<file path="src/rtl/wth_pkg.sv">
// ----------------------------------------------------------------------------
// wth_pkg
// Shared types and constants of the window table hit test block: action
// codes, sequencer states and the request and response beats.
// ----------------------------------------------------------------------------
package wth_pkg;

  localparam int MAX_WINDOWS = 8;
  localparam int ID_W        = 4;
  localparam int COORD_W     = 16;

  typedef enum logic [3:0] {
    ACT_CREATE    = 4'd0,
    ACT_DESTROY   = 4'd1,
    ACT_SHOW      = 4'd2,
    ACT_HIDE      = 4'd3,
    ACT_MOVE      = 4'd4,
    ACT_SET_LAYER = 4'd5,
    ACT_HIT_TEST  = 4'd6,
    ACT_QUERY     = 4'd7,
    ACT_TOP_LAYER = 4'd8
  } action_e;

  typedef enum logic [2:0] {
    ST_IDLE,
    ST_EXEC,
    ST_SCAN,
    ST_WAIT,
    ST_DONE
  } state_e;

  typedef struct packed {
    logic [3:0]         action;
    logic [ID_W-1:0]    window_id;
    logic [COORD_W-1:0] pos_x;
    logic [COORD_W-1:0] pos_y;
    logic [COORD_W-1:0] width;
    logic [COORD_W-1:0] height;
    logic [COORD_W-1:0] layer;
  } req_t;

  typedef struct packed {
    logic [ID_W-1:0]    result_id;
    logic               success;
    logic [COORD_W-1:0] out_x;
    logic [COORD_W-1:0] out_y;
    logic [COORD_W-1:0] out_width;
    logic [COORD_W-1:0] out_height;
    logic [COORD_W-1:0] out_layer;
    logic               any_visible;
  } rsp_t;

endpackage

</file>
<file path="src/rtl/wth_req_if.sv">
// ----------------------------------------------------------------------------
// wth_req_if
// Request channel: one beat carries one window table action.
// ----------------------------------------------------------------------------
interface wth_req_if;
  logic          valid;
  logic          ready;
  wth_pkg::req_t payload;

  modport source (output valid, output payload, input ready);
  modport sink   (input valid, input payload, output ready);
endinterface

</file>
<file path="src/rtl/wth_rsp_if.sv">
// ----------------------------------------------------------------------------
// wth_rsp_if
// Response channel: one beat carries the result of one action.
// ----------------------------------------------------------------------------
interface wth_rsp_if;
  logic          valid;
  logic          ready;
  wth_pkg::rsp_t payload;

  modport source (output valid, output payload, input ready);
  modport sink   (input valid, input payload, output ready);
endinterface

</file>
<file path="src/rtl/window_table_hit_test_top.sv">
// ----------------------------------------------------------------------------
// window_table_hit_test_top
// Keeps a table of MaxWindows window rectangles (valid and visible flags in
// flip-flops, position, size and layer in three small RAMs) and runs one
// action per request beat, answering with exactly one response beat. The
// block takes one action at a time and holds ready low while it works.
// Show, hide, destroy, move, set layer and unknown actions go from the
// execute step straight to done, query passes a wait step for the RAM
// read, create walks the valid flags from slot 0 to the first free slot,
// and hit test and top layer scan every entry. The scans read one entry
// per cycle through the RAM read port and a single containment and layer
// comparator. A finished response sits in an output register, so the next
// request is taken while it waits; a further result waits in the last
// sequencer step until that register is free. Reset clears the flags at
// once; no clearing pass runs.
// ----------------------------------------------------------------------------
module window_table_hit_test_top #(
  parameter int MaxWindows = wth_pkg::MAX_WINDOWS
) (
  input  logic       clk_i,
  input  logic       rst_ni,
  wth_req_if.sink    req_i,
  wth_rsp_if.source  rsp_o
);
  import wth_pkg::*;

  localparam int IdxW = (MaxWindows > 1) ? $clog2(MaxWindows) : 1;
  localparam int CntW = $clog2(MaxWindows + 1);
  localparam logic [CntW-1:0] LastCnt = CntW'(MaxWindows);
  localparam int PosW = 2 * COORD_W;

  state_e                state_q, state_d;
  logic [CntW-1:0]       idx_q, idx_d;
  logic [MaxWindows-1:0] valid_q, valid_d;
  logic [MaxWindows-1:0] vis_q, vis_d;
  req_t                  req_q;
  rsp_t                  res_q, res_d;
  logic [COORD_W-1:0]    best_q, best_d;
  rsp_t                  out_q, out_d;
  logic                  out_valid_q, out_valid_d;

  logic                  accept;
  logic                  out_load;
  logic [IdxW-1:0]       slot;
  logic                  id_ok;
  logic                  zero_size;
  logic [IdxW-1:0]       idx_lo;
  logic [IdxW-1:0]       prev;
  logic                  entry_en;
  logic                  in_rect;

  logic                  pos_we, size_we, lay_we, ram_re;
  logic [IdxW-1:0]       waddr, raddr;
  logic [PosW-1:0]       pos_rd, size_rd;
  logic [COORD_W-1:0]    lay_rd;

  // ---------------------------------------------------------------------------
  // Entry storage
  // ---------------------------------------------------------------------------
  wth_ram #(.Width(PosW), .Depth(MaxWindows)) u_pos_ram (
    .clk_i   (clk_i),
    .we_i    (pos_we),
    .waddr_i (waddr),
    .wdata_i ({req_q.pos_x, req_q.pos_y}),
    .re_i    (ram_re),
    .raddr_i (raddr),
    .rdata_o (pos_rd)
  );

  wth_ram #(.Width(PosW), .Depth(MaxWindows)) u_size_ram (
    .clk_i   (clk_i),
    .we_i    (size_we),
    .waddr_i (waddr),
    .wdata_i ({req_q.width, req_q.height}),
    .re_i    (ram_re),
    .raddr_i (raddr),
    .rdata_o (size_rd)
  );

  wth_ram #(.Width(COORD_W), .Depth(MaxWindows)) u_lay_ram (
    .clk_i   (clk_i),
    .we_i    (lay_we),
    .waddr_i (waddr),
    .wdata_i (req_q.layer),
    .re_i    (ram_re),
    .raddr_i (raddr),
    .rdata_o (lay_rd)
  );

  // ---------------------------------------------------------------------------
  // Decode
  // ---------------------------------------------------------------------------
  assign accept    = req_i.valid && req_i.ready;
  assign out_load  = (state_q == ST_DONE) && (!out_valid_q || rsp_o.ready);
  assign slot      = IdxW'(req_q.window_id - 4'd1);
  assign id_ok     = (req_q.window_id != '0) && (int'(req_q.window_id) <= MaxWindows)
                     && valid_q[slot];
  assign zero_size = (req_q.width == '0) || (req_q.height == '0);
  assign idx_lo    = idx_q[IdxW-1:0];
  assign prev      = IdxW'(idx_q - CntW'(1));
  assign entry_en  = valid_q[prev] && vis_q[prev];

  // shared comparator: point against the rectangle read last cycle
  assign in_rect = (req_q.pos_x >= pos_rd[PosW-1:COORD_W])
                && ({1'b0, req_q.pos_x} <
                    ({1'b0, pos_rd[PosW-1:COORD_W]} + {1'b0, size_rd[PosW-1:COORD_W]}))
                && (req_q.pos_y >= pos_rd[COORD_W-1:0])
                && ({1'b0, req_q.pos_y} <
                    ({1'b0, pos_rd[COORD_W-1:0]} + {1'b0, size_rd[COORD_W-1:0]}));

  // ---------------------------------------------------------------------------
  // Next state
  // ---------------------------------------------------------------------------
  always_comb begin
    state_d = state_q;
    unique case (state_q)
      ST_IDLE: begin
        if (accept) state_d = ST_EXEC;
      end
      ST_EXEC: begin
        unique case (req_q.action)
          ACT_CREATE:    state_d = zero_size ? ST_DONE : ST_SCAN;
          ACT_HIT_TEST,
          ACT_TOP_LAYER: state_d = ST_SCAN;
          ACT_QUERY:     state_d = id_ok ? ST_WAIT : ST_DONE;
          default:       state_d = ST_DONE;
        endcase
      end
      ST_SCAN: begin
        if (req_q.action == ACT_CREATE) begin
          if (!valid_q[idx_lo] || (idx_q == LastCnt - CntW'(1))) state_d = ST_DONE;
        end else if (idx_q == LastCnt) begin
          state_d = ST_DONE;
        end
      end
      ST_WAIT: state_d = ST_DONE;
      ST_DONE: begin
        if (out_load) state_d = ST_IDLE;
      end
      default: state_d = ST_IDLE;
    endcase
  end

  // ---------------------------------------------------------------------------
  // Datapath control
  // ---------------------------------------------------------------------------
  always_comb begin
    idx_d   = idx_q;
    valid_d = valid_q;
    vis_d   = vis_q;
    res_d   = res_q;
    best_d  = best_q;
    pos_we  = 1'b0;
    size_we = 1'b0;
    lay_we  = 1'b0;
    ram_re  = 1'b0;
    waddr   = slot;
    raddr   = slot;

    unique case (state_q)
      ST_EXEC: begin
        res_d  = '0;
        best_d = '0;
        idx_d  = '0;
        unique case (req_q.action)
          ACT_DESTROY: begin
            if (id_ok) begin
              valid_d[slot] = 1'b0;
              vis_d[slot]   = 1'b0;
              res_d.success = 1'b1;
            end
          end
          ACT_SHOW: begin
            if (id_ok) begin
              vis_d[slot]   = 1'b1;
              res_d.success = 1'b1;
            end
          end
          ACT_HIDE: begin
            if (id_ok) begin
              vis_d[slot]   = 1'b0;
              res_d.success = 1'b1;
            end
          end
          ACT_MOVE: begin
            pos_we        = id_ok;
            res_d.success = id_ok;
          end
          ACT_SET_LAYER: begin
            lay_we        = id_ok;
            res_d.success = id_ok;
          end
          ACT_QUERY: begin
            ram_re        = id_ok;
            res_d.success = id_ok;
          end
          default: ;
        endcase
      end
      ST_SCAN: begin
        if (req_q.action == ACT_CREATE) begin
          waddr = idx_lo;
          if (!valid_q[idx_lo]) begin
            pos_we          = 1'b1;
            size_we         = 1'b1;
            lay_we          = 1'b1;
            valid_d[idx_lo] = 1'b1;
            vis_d[idx_lo]   = 1'b1;
            res_d.result_id = ID_W'(idx_q + CntW'(1));
            res_d.success   = 1'b1;
          end else begin
            idx_d = idx_q + CntW'(1);
          end
        end else begin
          // read entry idx, judge entry idx-1 whose data has just landed
          ram_re = (idx_q != LastCnt);
          raddr  = idx_lo;
          idx_d  = idx_q + CntW'(1);
          if ((idx_q != '0) && entry_en) begin
            if (req_q.action == ACT_HIT_TEST) begin
              if (in_rect && (!res_q.success || (lay_rd >= best_q))) begin
                best_d          = lay_rd;
                res_d.result_id = ID_W'(idx_q);
                res_d.success   = 1'b1;
              end
            end else if (!res_q.success || (lay_rd > res_q.out_layer)) begin
              res_d.out_layer = lay_rd;
              res_d.success   = 1'b1;
            end
          end
        end
      end
      ST_WAIT: begin
        res_d.out_x      = pos_rd[PosW-1:COORD_W];
        res_d.out_y      = pos_rd[COORD_W-1:0];
        res_d.out_width  = size_rd[PosW-1:COORD_W];
        res_d.out_height = size_rd[COORD_W-1:0];
        res_d.out_layer  = lay_rd;
      end
      default: ;
    endcase
  end

  // output register: hold until taken, load when free or draining
  always_comb begin
    out_valid_d = out_valid_q;
    if (out_load) begin
      out_valid_d = 1'b1;
    end else if (rsp_o.ready) begin
      out_valid_d = 1'b0;
    end
  end

  always_comb begin
    out_d             = res_q;
    out_d.any_visible = |(valid_q & vis_q);
  end

  assign req_i.ready   = (state_q == ST_IDLE);
  assign rsp_o.valid   = out_valid_q;
  assign rsp_o.payload = out_q;

  // ---------------------------------------------------------------------------
  // Registers
  // ---------------------------------------------------------------------------
  always_ff @(posedge clk_i or negedge rst_ni) begin
    if (!rst_ni) begin
      state_q     <= ST_IDLE;
      idx_q       <= '0;
      valid_q     <= '0;
      vis_q       <= '0;
      out_valid_q <= 1'b0;
    end else begin
      state_q     <= state_d;
      idx_q       <= idx_d;
      valid_q     <= valid_d;
      vis_q       <= vis_d;
      out_valid_q <= out_valid_d;
    end
  end

  always_ff @(posedge clk_i) begin
    if (accept) begin
      req_q <= req_i.payload;
    end
    res_q  <= res_d;
    best_q <= best_d;
    if (out_load) begin
      out_q <= out_d;
    end
  end

  // ---------------------------------------------------------------------------
  // Assertions
  // ---------------------------------------------------------------------------
`ifndef SYNTH
  a_accept_to_exec : assert property (@(posedge clk_i) disable iff (!rst_ni)
    accept |=> (state_q == ST_EXEC))
    else $error("accepted beat did not start execution");

  a_scan_bound : assert property (@(posedge clk_i) disable iff (!rst_ni)
    (state_q == ST_SCAN) |-> (idx_q <= LastCnt))
    else $error("scan index ran past the table");

  a_done_holds : assert property (@(posedge clk_i) disable iff (!rst_ni)
    ((state_q == ST_DONE) && out_valid_q && !rsp_o.ready) |=> (state_q == ST_DONE))
    else $error("result left the sequencer while the output register was full");

  a_id_implies_ok : assert property (@(posedge clk_i) disable iff (!rst_ni)
    (rsp_o.valid && (rsp_o.payload.result_id != '0)) |-> rsp_o.payload.success)
    else $error("non-zero result id without success");
`endif

endmodule

</file>
<file path="src/rtl/wth_ram.sv">
// ----------------------------------------------------------------------------
// wth_ram
// Generic single write port, single read port RAM with registered read data.
// ----------------------------------------------------------------------------
module wth_ram #(
  parameter int Width = 16,
  parameter int Depth = 8
) (
  input  logic                                     clk_i,
  input  logic                                     we_i,
  input  logic [((Depth > 1) ? $clog2(Depth) : 1)-1:0] waddr_i,
  input  logic [Width-1:0]                         wdata_i,
  input  logic                                     re_i,
  input  logic [((Depth > 1) ? $clog2(Depth) : 1)-1:0] raddr_i,
  output logic [Width-1:0]                         rdata_o
);

  logic [Width-1:0] mem_q [Depth];
  logic [Width-1:0] rdata_q;

  always_ff @(posedge clk_i) begin
    if (we_i) begin
      mem_q[waddr_i] <= wdata_i;
    end
  end

  always_ff @(posedge clk_i) begin
    if (re_i) begin
      rdata_q <= mem_q[raddr_i];
    end
  end

  assign rdata_o = rdata_q;

endmodule

</file>
<file path="src/flat_wrapper.sv">
// flat-port wrapper written by rule: the top's interface ports become plain ports
module window_table_hit_test_top_flat import wth_pkg::*;
#(
  parameter int MaxWindows = wth_pkg::MAX_WINDOWS
)
  (clk_i, rst_ni, req_i_valid, req_i_payload, req_i_ready, rsp_o_valid, rsp_o_payload, rsp_o_ready);
  wth_req_if req_i_i ();
  wth_rsp_if rsp_o_i ();
  input  logic clk_i;
  input  logic rst_ni;
  input wire logic [$bits(req_i_i.valid)-1:0] req_i_valid;
  input wire logic [$bits(req_i_i.payload)-1:0] req_i_payload;
  output wire logic [$bits(req_i_i.ready)-1:0] req_i_ready;
  output wire logic [$bits(rsp_o_i.valid)-1:0] rsp_o_valid;
  output wire logic [$bits(rsp_o_i.payload)-1:0] rsp_o_payload;
  input wire logic [$bits(rsp_o_i.ready)-1:0] rsp_o_ready;
  assign req_i_i.valid = req_i_valid;
  assign req_i_i.payload = req_i_payload;
  assign req_i_ready = req_i_i.ready;
  assign rsp_o_valid = rsp_o_i.valid;
  assign rsp_o_payload = rsp_o_i.payload;
  assign rsp_o_i.ready = rsp_o_ready;
  window_table_hit_test_top #(.MaxWindows(MaxWindows)) u_core (.clk_i(clk_i), .rst_ni(rst_ni), .req_i(req_i_i), .rsp_o(rsp_o_i));
endmodule
</file>
<file path="config.mk">
export PLATFORM = sky130hd
export DESIGN_NAME = window_table_hit_test_top_flat
export DESIGN_NICKNAME = d
export VERILOG_FILES = /design/src/rtl/wth_pkg.sv /design/src/rtl/wth_req_if.sv /design/src/rtl/wth_rsp_if.sv /design/src/rtl/window_table_hit_test_top.sv /design/src/rtl/wth_ram.sv /design/src/flat_wrapper.sv
export SDC_FILE = /design/constraint.sdc
export NUM_CORES = 1
export LEC_CHECK = 0
export BUFFER_PORTS_ARGS = -buffer_cell sky130_fd_sc_hd__buf_2
export CAP_MARGIN = 20
export CORE_MARGIN = 4
export CORE_UTILIZATION = 30
export CTS_CLUSTER_SIZE = 10
export DETAILED_ROUTE_END_ITERATION = 8
export GPL_ROUTABILITY_DRIVEN = 1
export PLACE_DENSITY = 0.44
export SLEW_MARGIN = 20
export SYNTH_ARGS = -nofsm -noshare
export SYNTH_HDL_FRONTEND = slang
export SYNTH_SLANG_ARGS = --single-unit
</file>
<file path="constraint.sdc">
create_clock -name clk_i -period 6.8 [get_ports clk_i]
set_input_delay 0.34 -clock clk_i [delete_from_list [all_inputs] [get_ports clk_i]]
set_output_delay 0.34 -clock clk_i [all_outputs]
set_load 0.05 [all_outputs]
</file>
## Yosys cells after proc, flatten, opt, wreduce, memory -nomap -nowiden

Memory sizes are Yosys's and may differ from the RTL's. A register that Yosys moved wholly into a read port is not among the register bits.
Index checks and enable logic that the tools add are counted.

| word-level totals | value |
|---|---|
| flip-flop bits (word level) | 299 |
| logic and storage cells | 215 |
| RAM bits | 640 |
| input bits | 92 |
| output and inout port bits | 88 |
| memories kept | 3 |

Memory list:

| memory | depth | width | read ports | clocked after memory_dff | write ports | RTL line | RTL |
|---|---|---|---|---|---|---|---|
| u_core.u_pos_ram.mem_q | 8 | 32 | 1 | 1 | 1 | wth_ram.sv:18 | `logic [Width-1:0] mem_q [Depth];` |
| u_core.u_size_ram.mem_q | 8 | 32 | 1 | 1 | 1 | wth_ram.sv:18 |  |
| u_core.u_lay_ram.mem_q | 8 | 16 | 1 | 1 | 1 | wth_ram.sv:18 |  |

| operators by class | value |
|---|---|
| muxes and demuxes | 78 |
| reductions and logical operators | 43 |
| bitwise operators | 7 |
| order comparisons | 12 |
| add/sub/neg operators | 5 |
| eq/ne operators | 39 |

Operator list:

| kind | number |
|---|---|
| 2-to-1 mux 16 bit | 8 |
| case mux 64 bit (2 select lines) | 1 |
| 2-to-1 mux 8 bit | 8 |
| greater-or-equal comparator 16 bit | 3 |
| case mux 16 bit (3 select lines) | 1 |
| case mux 8 bit (2 select lines) | 3 |
| adder 16 x 16 -> 17 bit | 2 |
| less-than comparator 16 x 17 -> 1 bit | 2 |
| 2-to-1 mux 3 bit | 11 |
| zero test 16 bit | 2 |
| case mux 16 bit (2 select lines) | 1 |
| AND reduction 5 bit | 5 |
| AND 8 bit | 3 |
| 2-to-1 mux 1 bit | 24 |
| OR 8 bit | 3 |
| equality test 4 x 3 -> 1 bit (second input constant) | 5 |
| 2-to-1 mux 5 bit | 4 |
| greater-than comparator 16 bit | 1 |
| case mux 3 bit (5 select lines) | 1 |
| != test 2 x 1 -> 1 bit (second input constant) | 7 |
| binary-select mux 1 bit (select 3 bit) | 4 |
| logical AND 1 bit | 12 |
| less-than comparator 3 x 4 -> 1 bit (second input constant) | 3 |
| 2-to-1 mux 4 bit | 3 |
| other kinds (36) | 67 |

## Depth between registers and ports, before layout

Gate-level depths: netlist of run 1.

| depth | value |
|---|---|
| depth in word-level cells | 11 |
| depth in mapped cells | 16 |
| gate-level depth less buffers | 16 |

## Hierarchy

A second synthesis of run 1 with hierarchy kept.

| second synthesis, totals | value |
|---|---|
| cells, all modules | 2168 |
| area, all modules | 41568.6 µm² |

By module, submodules not included:

| module | seq. area each (µm²) | instances | cells each | area an instance (µm²) |
|---|---|---|---|---|
| wth_ram at u_core.u_pos_ram ... | 8648.3 | 2 | 415 | 10786.6 |
| window_table_hit_test_top | 8858.5 | 1 | 1124 | 14541.4 |
| wth_ram at u_core.u_lay_ram | 4324.1 | 1 | 214 | 5454.0 |

## Least setup slack after synthesis of run 1

No wires, ideal clock.

| path | value |
|---|---|
| path kind | register -> register |
| start | reg u_core.req_q[84] in the netlist's numbering |
| end | mem u_core.u_size_ram.mem_q[4][0] in the netlist's numbering, enable pin |
| clock period less this slack | 5.490 ns |
| path slack | 1.310 ns |
| path buffers | 1 |
| data arrival time | 4.985 ns |
| required time | 6.295 ns |
| stages on the path, launching flop included | 7 |
| library setup time | 0.505 ns |
| cell sequence | edfxtp_1 > buf_6 > nor4_2 > nand2_1 > nand2_1 > o21ai_0 > nor4_1 |

| between the ends | value |
|---|---|
| longest elaborated chain between the ends | 5 |
| elaborated cells between the ends (all ways) | 7 |
| those cells by class | mux (6); reduce/logical (1) |

RTL lines:

| item | RTL line | RTL |
|---|---|---|
| start, declared | window_table_hit_test_top.sv:36 | `req_t req_q;` |
| start signal, assigned | window_table_hit_test_top.sv:284 | `req_q <= req_i.payload;` |
| zero test 4 bit (*) | window_table_hit_test_top.sv:201 | `if (req_q.action == ACT_CREATE) begin` |
| 2-to-1 mux 1 bit | window_table_hit_test_top.sv:201 |  |
| 2-to-1 mux 1 bit | window_table_hit_test_top.sv:160 | `unique case (state_q)` |
| 2-to-1 mux 1 bit | wth_ram.sv:22 | `if (we_i) begin` |
| 2-to-1 mux 1 bit (not written as such) | wth_ram.sv:23 | `mem_q[waddr_i] <= wdata_i;` |
| end, declared | wth_ram.sv:18 |  |

Every way passes the cells marked *; elsewhere a longest branch is shown, timed or not.

## Worst setup path in the final report of run 1

| path | value |
|---|---|
| start | reg u_core.req_q[80] in the netlist's numbering |
| end | mem u_core.u_pos_ram.mem_q[7][11] in the netlist's numbering, enable pin |

| between the ends | value |
|---|---|
| longest elaborated chain between the ends | 8 |
| elaborated cells between the ends (all ways) | 13 |
| those cells by class | add/sub (1); order compare (1); mux (8); reduce/logical (3) |

RTL lines:

| item | RTL line | RTL |
|---|---|---|
| subtractor 3 x 1 -> 3 bit | window_table_hit_test_top.sv:95 | `assign slot = IdxW'(req_q.window_id - 4'd1);` |
| binary-select mux 1 bit (select 3 bit) | window_table_hit_test_top.sv:97 | `&& valid_q[slot];` |
| 2-to-1 mux 1 bit (not written as such) | window_table_hit_test_top.sv:97 |  |
| logical AND 1 bit | window_table_hit_test_top.sv:97 |  |
| 2-to-1 mux 1 bit | window_table_hit_test_top.sv:165 | `unique case (req_q.action)` |
| case mux 1 bit (2 select lines) | window_table_hit_test_top.sv:160 |  |
| 2-to-1 mux 1 bit | wth_ram.sv:22 |  |
| 2-to-1 mux 1 bit (not written as such) | wth_ram.sv:23 |  |
| end, declared | wth_ram.sv:18 |  |

Parallel ways exist; a longest one is shown, timed or not. The select of a mux whose other input is x is not followed.

==> impl_metrics.tcl, run 1 <==
set metrics [dict create \
    ys_seq_elements 1019 \
    synth_edf_count 995 \
    hold_class "input port to register" \
    wl_mm 108.6 \
    cts_root_buffer "clkbuf_16" \
    skew_ps 70.20 \
    grt_pass1_wl_mm 156.8 \
    peakVddDrop_v 0.0002737 \
    fin_setup_tns_ps 0 \
    cts.clk_slew.worst_paths_ps 50 \
    crit_path_start_kind "register" \
    grt_pass1_vias 22610 \
    fill_cells 12750 \
    rr_endpoint "u_core.u_pos_ram.mem_q[7][11]" \
    p_leak_nw 16.70 \
    synth.most_common_cell "edfxtp_1" \
    fin_nets 2754 \
    cts_tree "built" \
    synth_top_area_share_pct 72.73 \
    wl_met3_mm 4.355 \
    clockBufferDepth 3 \
    wl_met1_mm 50.09 \
    synth_warnings 0 \
    cts_resized 0 \
    place.gp.congestion 0.8096 \
    post-route-period-util_pct 70.90 \
    cp-endpoint "u_core.u_pos_ram.mem_q[7][11]" \
    io_pins 180 \
    portBuffers 179 \
    top_layer "met4" \
    critPathCaptureType "register" \
    worstSetupPathType "register to register" \
    yosys.area.top_type "edfxtp_1" \
    r2r_cells 10 \
    drive_gt1_share_pct 24.75 \
    vias 21273 \
    synth_area_leaders "edfxtp_1 73%, mux4_2 8.9%, ha_1 3.9%" \
    rsz0062_at_grt "false" \
    synthArstFlopShare_pct 2.355 \
    cts_setup_buffers 0 \
    cts.sinks 1019 \
    worst_pin_slew_ps 1036 \
    grt_use_total_pct 15.13 \
    critPathRequiredTime_ps 7160 \
    ys_seq_area_share_pct 74.19 \
    finalInstanceArea_mm2 0.04877 \
    hold_viol 0 \
    slowest_delay_ps 740 \
    setup_viol 0 \
    fp.dieH_um 378.1 \
    first_pass_iters 5 \
    syn_to_final_growth_pct 18.72 \
    synth_commonest_cells "995 x edfxtp_1, 163 x mux4_2, 129 x ha_1" \
    grt_max_degree 97 \
    grt_overflow_total 0 \
    r2r-start "u_core.req_q[80]" \
    critPathMaxFanout 32 \
    cts_buffers 118 \
    met2_length_mm 51.56 \
    fmax_ghz 0.2074 \
    drc 0 \
    core_mm2 0.1358 \
    synth_area_mm2 0.04108 \
    drtIter0Drc 1486 \
    path_cells "inv_1 -> ha_1 -> xnor2_1 -> nor2_1 -> mux4_2 -> a2111oi_4 -> nand2_1 -> o41a_1 -> nor2_4 -> buf_4" \
    start_util_pct 30.25 \
    wl_per_cell_um 24.88 \
    outcome "completed" \
    row_count 135 \
    fin_crit_ps 4822 \
    critical-path-slowest-cell "o41a_1" \
    clk_latency_ps 760 \
    timing.slew.headroom_pct 30.71 \
    p_per_area_mw_per_mm2 395.2 \
    synthCells 2175 \
    timing.max_cap.violations 0 \
    fp.dieW_um 378.1 \
    holdBufCountCts 89 \
    ys.flop_type "edfxtp_1" \
    ys_types 74 \
    synth_nets 2398 \
    htreeDepth 3 \
    startpoint "u_core.req_q[80]" \
    syn_avg_cell_area_um2 18.89 \
    die_area_mm2 0.1429 \
    place_area_mm2 0.04445 \
    cp_data_arrival_time_ps 5180 \
    rrSetupSlack_ps 1980 \
    postRouteAntennaNets 0 \
    antenna_found_initial 6 \
    drv_slew 0 \
    hpwlAfterDp_mm 68.60 \
    routed_via_density 4.875 \
]
## area by class of cell
type / count / area, um^2 / area share, %
Timing Repair Buffer: 310 / 2185 / 4.479
Clock buffer: 147 / 3062 / 6.277
Clock inverter: 24 / 356.6 / 0.7311
Antenna cell: 1 / 2.502 / 0.005131
Multi-Input combinational cell: 994 / 10130 / 20.77
Inverter: 88 / 330.3 / 0.6773
Sequential cell: 1019 / 30480 / 62.49
Tap cell: 1781 / 2228 / 4.569
## state kept, by name, summed over array words and instances, names as in the netlist, named ones only
| name | cells |
|---|---|
| u_core.u_pos_ram.mem_q | 256 |
| u_core.u_pos_ram.rdata_o | 32 |
| u_core.rsp_o.payload | 86 |
| u_core.req_q | 88 |
| u_core.state_q | 3 |
| u_core.u_lay_ram.rdata_o | 16 |
| u_core.idx_q | 4 |
| u_core.u_size_ram.mem_q | 256 |
| u_core.valid_q | 8 |
| u_core.u_size_ram.rdata_o | 32 |
| u_core.rsp_o.valid | 1 |
| u_core.u_lay_ram.mem_q | 128 |
| u_core.best_q | 16 |
| u_core.out_d | 85 |
## power breakdown
group / internal [mW] / leakage (nW) / total, mW / switching [mW]
sequential: 8.03 / 9.41 / 8.68 / 0.649
clock: 3.26 / 1.63 / 5.74 / 2.48
combinational: 1.95 / 5.66 / 4.85 / 2.90
## metal layers
metal,vias up,global-route usage (%)
met4,0,4.532
met3,151,2.306
met2,494,24.53
li1,9420,-
met5,-,0
met1,11208,21.09
## worst min path at each step
stage / cells after the start / end / from
2_1_floorplan: 0 / async pin / rst_ni
3_3_place_gp: 1 / async pin / rst_ni
3_5_place_dp: 1 / async pin / rst_ni
4_1_cts: 3 / u_core.rsp_o.valid / rsp_o_ready
5_1_grt: 3 / u_core.rsp_o.valid / rsp_o_ready
6_report: 3 / u_core.rsp_o.valid / rsp_o_ready
## through the flow
| stage | util (%) | hold WS [ps] | total power [mW] | std cells | setup slack, ps |
|---|---|---|---|---|---|
| after global routing | 35.91 | 57.40 | 20.25 | 4363 | 1687 |
| final | 35.91 | 63.88 | 19.27 | 4364 | 1979 |
| after floorplan | - | 44.41 | 11.89 | 2175 | 1310 |
| after global placement | 32.70 | 382.2 | 13.65 | 4102 | 1839 |
| after detailed placement | 32.73 | 387.9 | 13.72 | 4103 | 1973 |
| after CTS | 35.90 | 0.03836 | 19.59 | 4363 | 1976 |
## cells in the final DEF (no fill, tap or decap), types with 6 or more instances in the layout
| master | instances |
|---|---|
| edfxtp_1 | 995 |
| buf_2 | 179 |
| mux4_2 | 163 |
| ha_1 | 129 |
| clkbuf_16 | 118 |
| dlygate4sd3_1 | 89 |
| inv_1 | 88 |
| mux2_2 | 80 |
| and3_1 | 69 |
| o21ai_0 | 64 |
| nand2_1 | 61 |
| nor2_1 | 55 |
| a21oi_1 | 55 |
| buf_4 | 36 |
| clkbuf_1 | 29 |
| nand3_1 | 26 |
| nor2b_1 | 23 |
| dfrtp_1 | 23 |
| xor2_1 | 21 |
| a21o_1 | 20 |
| nor2_4 | 16 |
| and2_1 | 16 |
| nor3_1 | 15 |
| nand4_1 | 15 |
| nand2b_1 | 14 |
| xnor2_1 | 12 |
| o21a_1 | 11 |
| o211ai_1 | 9 |
| nor4_1 | 9 |
| clkinv_1 | 9 |
| a31oi_1 | 8 |
| a211oi_1 | 8 |
| o31ai_1 | 8 |
| mux2i_1 | 6 |
| a2bb2oi_1 | 6 |
| clkinv_16 | 6 |
## critical path, delay by kind of cell, from the launching register on
kind / cells / cell delay [ps]
mux: 1 / 520
fa+ha+maj: 1 / 290
simple gates: 3 / 480
compound gates: 2 / 1230
buf+inv: 2 / 670
xor+xnor: 1 / 680
flops: 1 / 540
## cell families after synthesis
| kind of cell | Yosys count | share of synthesized area, % |
|---|---|---|
| AO/OA/AOI/OAI | 235 | 3.719 |
| XOR/XNOR | 34 | 0.7431 |
| adder cells (fa/ha/maj) | 131 | 4.026 |
| buffers and inverters | 162 | 1.657 |
| flip-flops | 1019 | 74.19 |
| multiplexers | 249 | 11.27 |
| AND/OR/NAND/NOR | 345 | 4.389 |
Power figures use the tool's default switching activity.
==> inputs of run 2 (changes only) <==
Clock period 6.8 ns to 4.79 ns, I/O delays scaled along.
==> impl_metrics.tcl, run 2 (synthesis results as in run 1) <==
set metrics [dict create \
    outcome "completed" \
    slowest_delay_ps 490 \
    preCtsSetupSlack_ps 235.2 \
    cts.sinks 1019 \
    drc 0 \
    r2r-start "u_core.u_pos_ram.rdata_o[16]" \
    top_layer "met4" \
    whs_ps 101.0 \
    wl_met1_mm 47.82 \
    hpwlAfterDp_mm 69.47 \
    hold_class "input port to async pin" \
    grt_overflow_total 0 \
    wl_mm 107.5 \
    worstSetupPathType "register to register" \
    met2_length_mm 50.72 \
    p_leak_nw 16.87 \
    path_cells "ha_1 -> fa_1 -> a211oi_2 -> o21ai_0 -> a41o_1 -> a41o_1 -> o21a_1 -> nor2_1 -> xor2_1 -> ha_1 -> a211oi_1 -> a21oi_1 -> nor2_1 -> o21ai_0 -> o21bai_2 -> buf_12" \
    antenna_found_initial 22 \
    clk_latency_ps 760 \
    cp_data_arrival_time_ps 4870 \
    grt_pass1_wl_mm 156.3 \
    wl_per_cell_um 24.49 \
    hold_viol 0 \
    fp.dieW_um 378.1 \
    cts_buffers 117 \
    p_per_area_mw_per_mm2 560.9 \
    rsz0062_at_grt "false" \
    portBuffers 179 \
    peakVddDrop_v 0.0003715 \
    fp.dieH_um 378.1 \
    cts_root_buffer "clkbuf_16" \
    die_area_mm2 0.1429 \
    fin_crit_ps 4456 \
    post-route-period-util_pct 93.02 \
    cts_setup_buffers 0 \
    timing.max_cap.violations 0 \
    critPathRequiredTime_ps 5200 \
    timing.slew.headroom_pct 33.46 \
    htreeDepth 3 \
    io_pins 180 \
    cts.clk_slew.worst_paths_ps 60 \
    grt_max_degree 83 \
    skew_ps 58.67 \
    row_count 135 \
    r2r_cells 16 \
    vias 21290 \
    fmax_ghz 0.2244 \
    place.gp.congestion 0.8329 \
    fin_setup_tns_ps 0 \
    startpoint "u_core.u_pos_ram.rdata_o[16]" \
    drtIter0Drc 1542 \
    final_cell_mix "995 x edfxtp_1, 179 x buf_2, 163 x mux4_2" \
    clockBufferDepth 3 \
    worst_pin_slew_ps 998.1 \
    wl_met3_mm 5.868 \
    critPathMaxFanout 16 \
    first_pass_iters 6 \
    path_buf_inv 1 \
    crit_cells 16 \
    crit_path_start_kind "register" \
    layout_commonest_cell "edfxtp_1" \
    routed_via_density 4.851 \
    fin_nets 2779 \
    fin_ws_ps 334.4 \
    grt_pass1_vias 22673 \
    critPathCaptureType "register" \
    setup_viol 0 \
    fin_util_pct 36.17 \
    top_regs "u_core.u_pos_ram.mem_q: 256 flops, u_core.u_size_ram.mem_q: 256 flops, u_core.u_lay_ram.mem_q: 128 flops" \
    postRouteAntennaNets 0 \
    drive_gt1_share_pct 25.50 \
    core_mm2 0.1358 \
    critical-path-slowest-cell "fa_1" \
    cts_tree "built" \
    critical_path.top_delay_family "compound AO/OA/AOI/OAI gates" \
    syn_to_final_growth_pct 19.57 \
    drv_slew 0 \
    grt_use_total_pct 15.09 \
    start_util_pct 30.25 \
]
## run 2: changes by cell type in the layout (fill, tap and decap cells not counted), moves of 2 or more
cell / before / now
buf_12: 5 / 21
buf_4: 36 / 44
clkbuf_1: 29 / 24
clkbuf_8: 0 / 3
clkinv_16: 6 / 4
clkinv_2: 2 / 5
clkinvlp_4: 3 / 0
diode_2: 1 / 4
## run 2: path summary, 6_finish.rpt
check                      slack (ps)                  endpoint
setup / recovery                  330          u_core.best_q[2]
hold / removal                    100                 async pin
setup reg to reg                  330          u_core.best_q[2]
hold reg to reg                   420  u_core.rsp_o.payload[51]
max in group asynchronous        4230         u_core.state_q[0]
min in group clk_i                200         u_core.state_q[1]
## run 2: repair_timing
item / in CTS / in global routing
gates resized for setup: 0 / 1
endpoints found under the hold margin: 114 / 0
hold buffers: 90 / 0
endpoints found under the setup margin: 0 / 18
## run 2: report_power, final
| group | switching, mW | internal, mW |
|---|---|---|
| Sequential | 0.897 | 11.4 |
| Clock | 3.44 | 4.56 |
| Combinational | 4.34 | 2.92 |
| Total | 8.67 | 18.9 |
## run 2: metrics by stage
stage | total power [mW] | cell area (um^2) | std cells
detailed placement | 19.83 | 44860 | 4128
finish | 27.55 | 49120 | 4389
global route | 29.00 | 49110 | 4386
CTS | 28.04 | 49110 | 4385
global placement | 19.70 | 44800 | 4126
floorplan | 16.88 | 41090 | 2175
## run 2: area by class of cell
class	count	area, um^2
clock buffer	144	3059
multi-input combinational	994	10120
sequential	1019	30480
antenna	4	10.01
tap	1781	2228
inverter	88	330.3
clock inverter	23	287.8
timing repair buffer	336	2603
fill	12652	86680
## run 2: metal layers
metal,track usage (%),vias to the layer above
li1,-,9481
met1,20.67,11089
met2,24.18,553
met3,2.733,167
met4,5.332,0
met5,0,-
==> inputs of run 3 (changes only) <==
Settings changed: CORE_UTILIZATION 30 to 35, PLACE_DENSITY 0.44 to 0.49.
==> impl_metrics.tcl, run 3 (synthesis results as in run 1) <==
set metrics [dict create \
    final_cells 4125 \
    cp_data_arrival_time_ps 5070 \
    path_buf_inv 2 \
    timing.slew.headroom_pct 33.17 \
    crit_cells 17 \
    io_pins 180 \
    die_area_mm2 0.1229 \
    intPower_mw 18.81 \
    swShare_pct 30.94 \
    drc 0 \
    wl_per_cell_um 24.64 \
    hold_class "input port to async pin" \
    cts.clk_slew.worst_paths_ps 50 \
    final_cell_mix "995 x edfxtp_1, 179 x buf_2, 163 x mux4_2" \
    htreeDepth 3 \
    outcome "completed" \
    p_leak_nw 16.83 \
    grt_max_degree 85 \
    fin_util_pct 41.87 \
    wl_met3_mm 5.296 \
    cts_buffers 118 \
    clockBufferDepth 3 \
    drive_gt1_share_pct 25.15 \
    critical_path.top_delay_family "compound AO/OA/AOI/OAI gates" \
    top_layer "met4" \
    drtIter0Drc 1698 \
    grt_pass1_vias 22166 \
    rsz0062_at_grt "false" \
    first_pass_iters 5 \
    grt_overflow_total 0 \
    start_util_pct 35.31 \
    crit_path_start_kind "register" \
    row_count 125 \
    hold_viol 0 \
    grt_use_total_pct 16.56 \
    path_cells "ha_1 -> inv_1 -> fa_1 -> nor2b_1 -> o31ai_1 -> a21oi_1 -> o31ai_1 -> o21ai_0 -> xnor2_1 -> ha_1 -> nand2_1 -> nor2_1 -> a311oi_1 -> a31o_2 -> o211ai_1 -> o21ai_0 -> buf_4" \
    fin_crit_ps 4623 \
    p_comb_share_pct 25.9 \
    setup_viol 0 \
    r2r_cells 17 \
    critPathMaxFanout 4 \
    cts_resized 0 \
    portBuffers 179 \
    core_mm2 0.1164 \
    met2_length_mm 48.12 \
    wl_met1_mm 46.02 \
    dp_cells 3862 \
    worstSetupPathType "register to register" \
    worst_pin_slew_ps 1002 \
    layout_commonest_cell "edfxtp_1" \
    place.gp.congestion 0.8312 \
    netSwitchingPower_mw 8.425 \
    slowest_delay_ps 620 \
    fp.dieH_um 350.6 \
    pwr-share-clk_pct 29.2 \
    syn_to_final_growth_pct 18.60 \
    seqPwrFrac_pct 44.9 \
    drv_slew 0 \
    critPathCaptureType "register" \
    fp.dieW_um 350.6 \
    critPathRequiredTime_ps 5240 \
    preCtsSetupSlack_ps 293.6 \
    cts_tree "built" \
    p_per_area_mw_per_mm2 558.9 \
    antenna_found_initial 12 \
    timing.max_cap.violations 0 \
    fin_ws_ps 166.5 \
    fin_nets 2771 \
    cts_root_buffer "clkbuf_16" \
    fmax_ghz 0.2163 \
    wl_mm 101.6 \
    postRouteAntennaNets 0 \
    post-route-period-util_pct 96.52 \
    vias 21141 \
    clk_latency_ps 720 \
    hpwlAfterDp_mm 64.13 \
    rrSetupSlack_ps 170 \
    grt_pass1_wl_mm 149.2 \
    routed_via_density 5.125 \
    p_total_mw 27.23 \
    skew_ps 50.97 \
    peakVddDrop_v 0.0003273 \
    cts.sinks 1019 \
    top_regs "u_core.u_pos_ram.mem_q: 256 flops, u_core.u_size_ram.mem_q: 256 flops, u_core.u_lay_ram.mem_q: 128 flops" \
    critical-path-slowest-cell "o211ai_1" \
    fin_setup_tns_ps 0 \
]
[run 3: cell type report]
cell class                      count  area (um^2)
Timing Repair Buffer              327         2535
Clock inverter                     23        275.3
Tap cell                         1524         1907
Multi-Input combinational cell    994        10100
Clock buffer                      149         3089
Fill cell                       10356        67640
Antenna cell                        1        2.502
Sequential cell                  1019        30480
Inverter                           88        330.3
[run 3: worst paths after layout]
path                                             startpoint                        to
worst max-delay path            u_core.u_pos_ram.rdata_o[0]          u_core.out_d[82]
worst min-delay path                                 rst_ni         u_core.valid_q[6]
worst max register to register  u_core.u_pos_ram.rdata_o[0]          u_core.out_d[82]
worst min register to register             u_core.out_d[25]  u_core.rsp_o.payload[25]
max in group asynchronous                            rst_ni         u_core.state_q[0]
min in group clk_i                              req_i_valid         u_core.state_q[1]
[run 3: repair_timing]
action / CTS / global route
hold buffers: 90 / 0
buffers inserted: 0 / 0
endpoints found under the hold margin: 114 / 0
[run 3: power by group through the flow]
stage          sequential (mW)  combinational (mW)  clock (mW)
2_1_floorplan             12.5                4.38           0
3_3_place_gp              12.4                7.02           0
3_5_place_dp              12.4                7.11           0
4_1_cts                   12.2                7.21        8.21
5_1_grt                   12.3                7.72        8.59
6_report                  12.2                7.06        7.95
[run 3: layer usage]
layer / up-vias / track usage [%]
met5: - / 0
met2: 535 / 26.71
met1: 11014 / 23.17
met4: 0 / 4.650
li1: 9452 / -
met3: 140 / 2.994
[run 3: worst register-to-register path, stage by stage, from the launching register on]
cell      delay [ps]
edfxtp_1         430
ha_1             230
inv_1             70
fa_1             200
nor2b_1           70
o31ai_1          390
a21oi_1          180
o31ai_1          450
o21ai_0          190
xnor2_1          160
ha_1             300
nand2_1           50
nor2_1           140
a311oi_1         110
a31o_2           290
o211ai_1         620
o21ai_0          270
buf_4            210
[run 3: metrics by stage]
stage          cell area, um^2  hold slack (ps)
4_1_cts                  48720            90.21
5_1_grt                  48720            164.9
3_3_place_gp             44400            307.9
6_report                 48720            109.0
3_5_place_dp             44460            305.8
2_1_floorplan            41090           -56.09
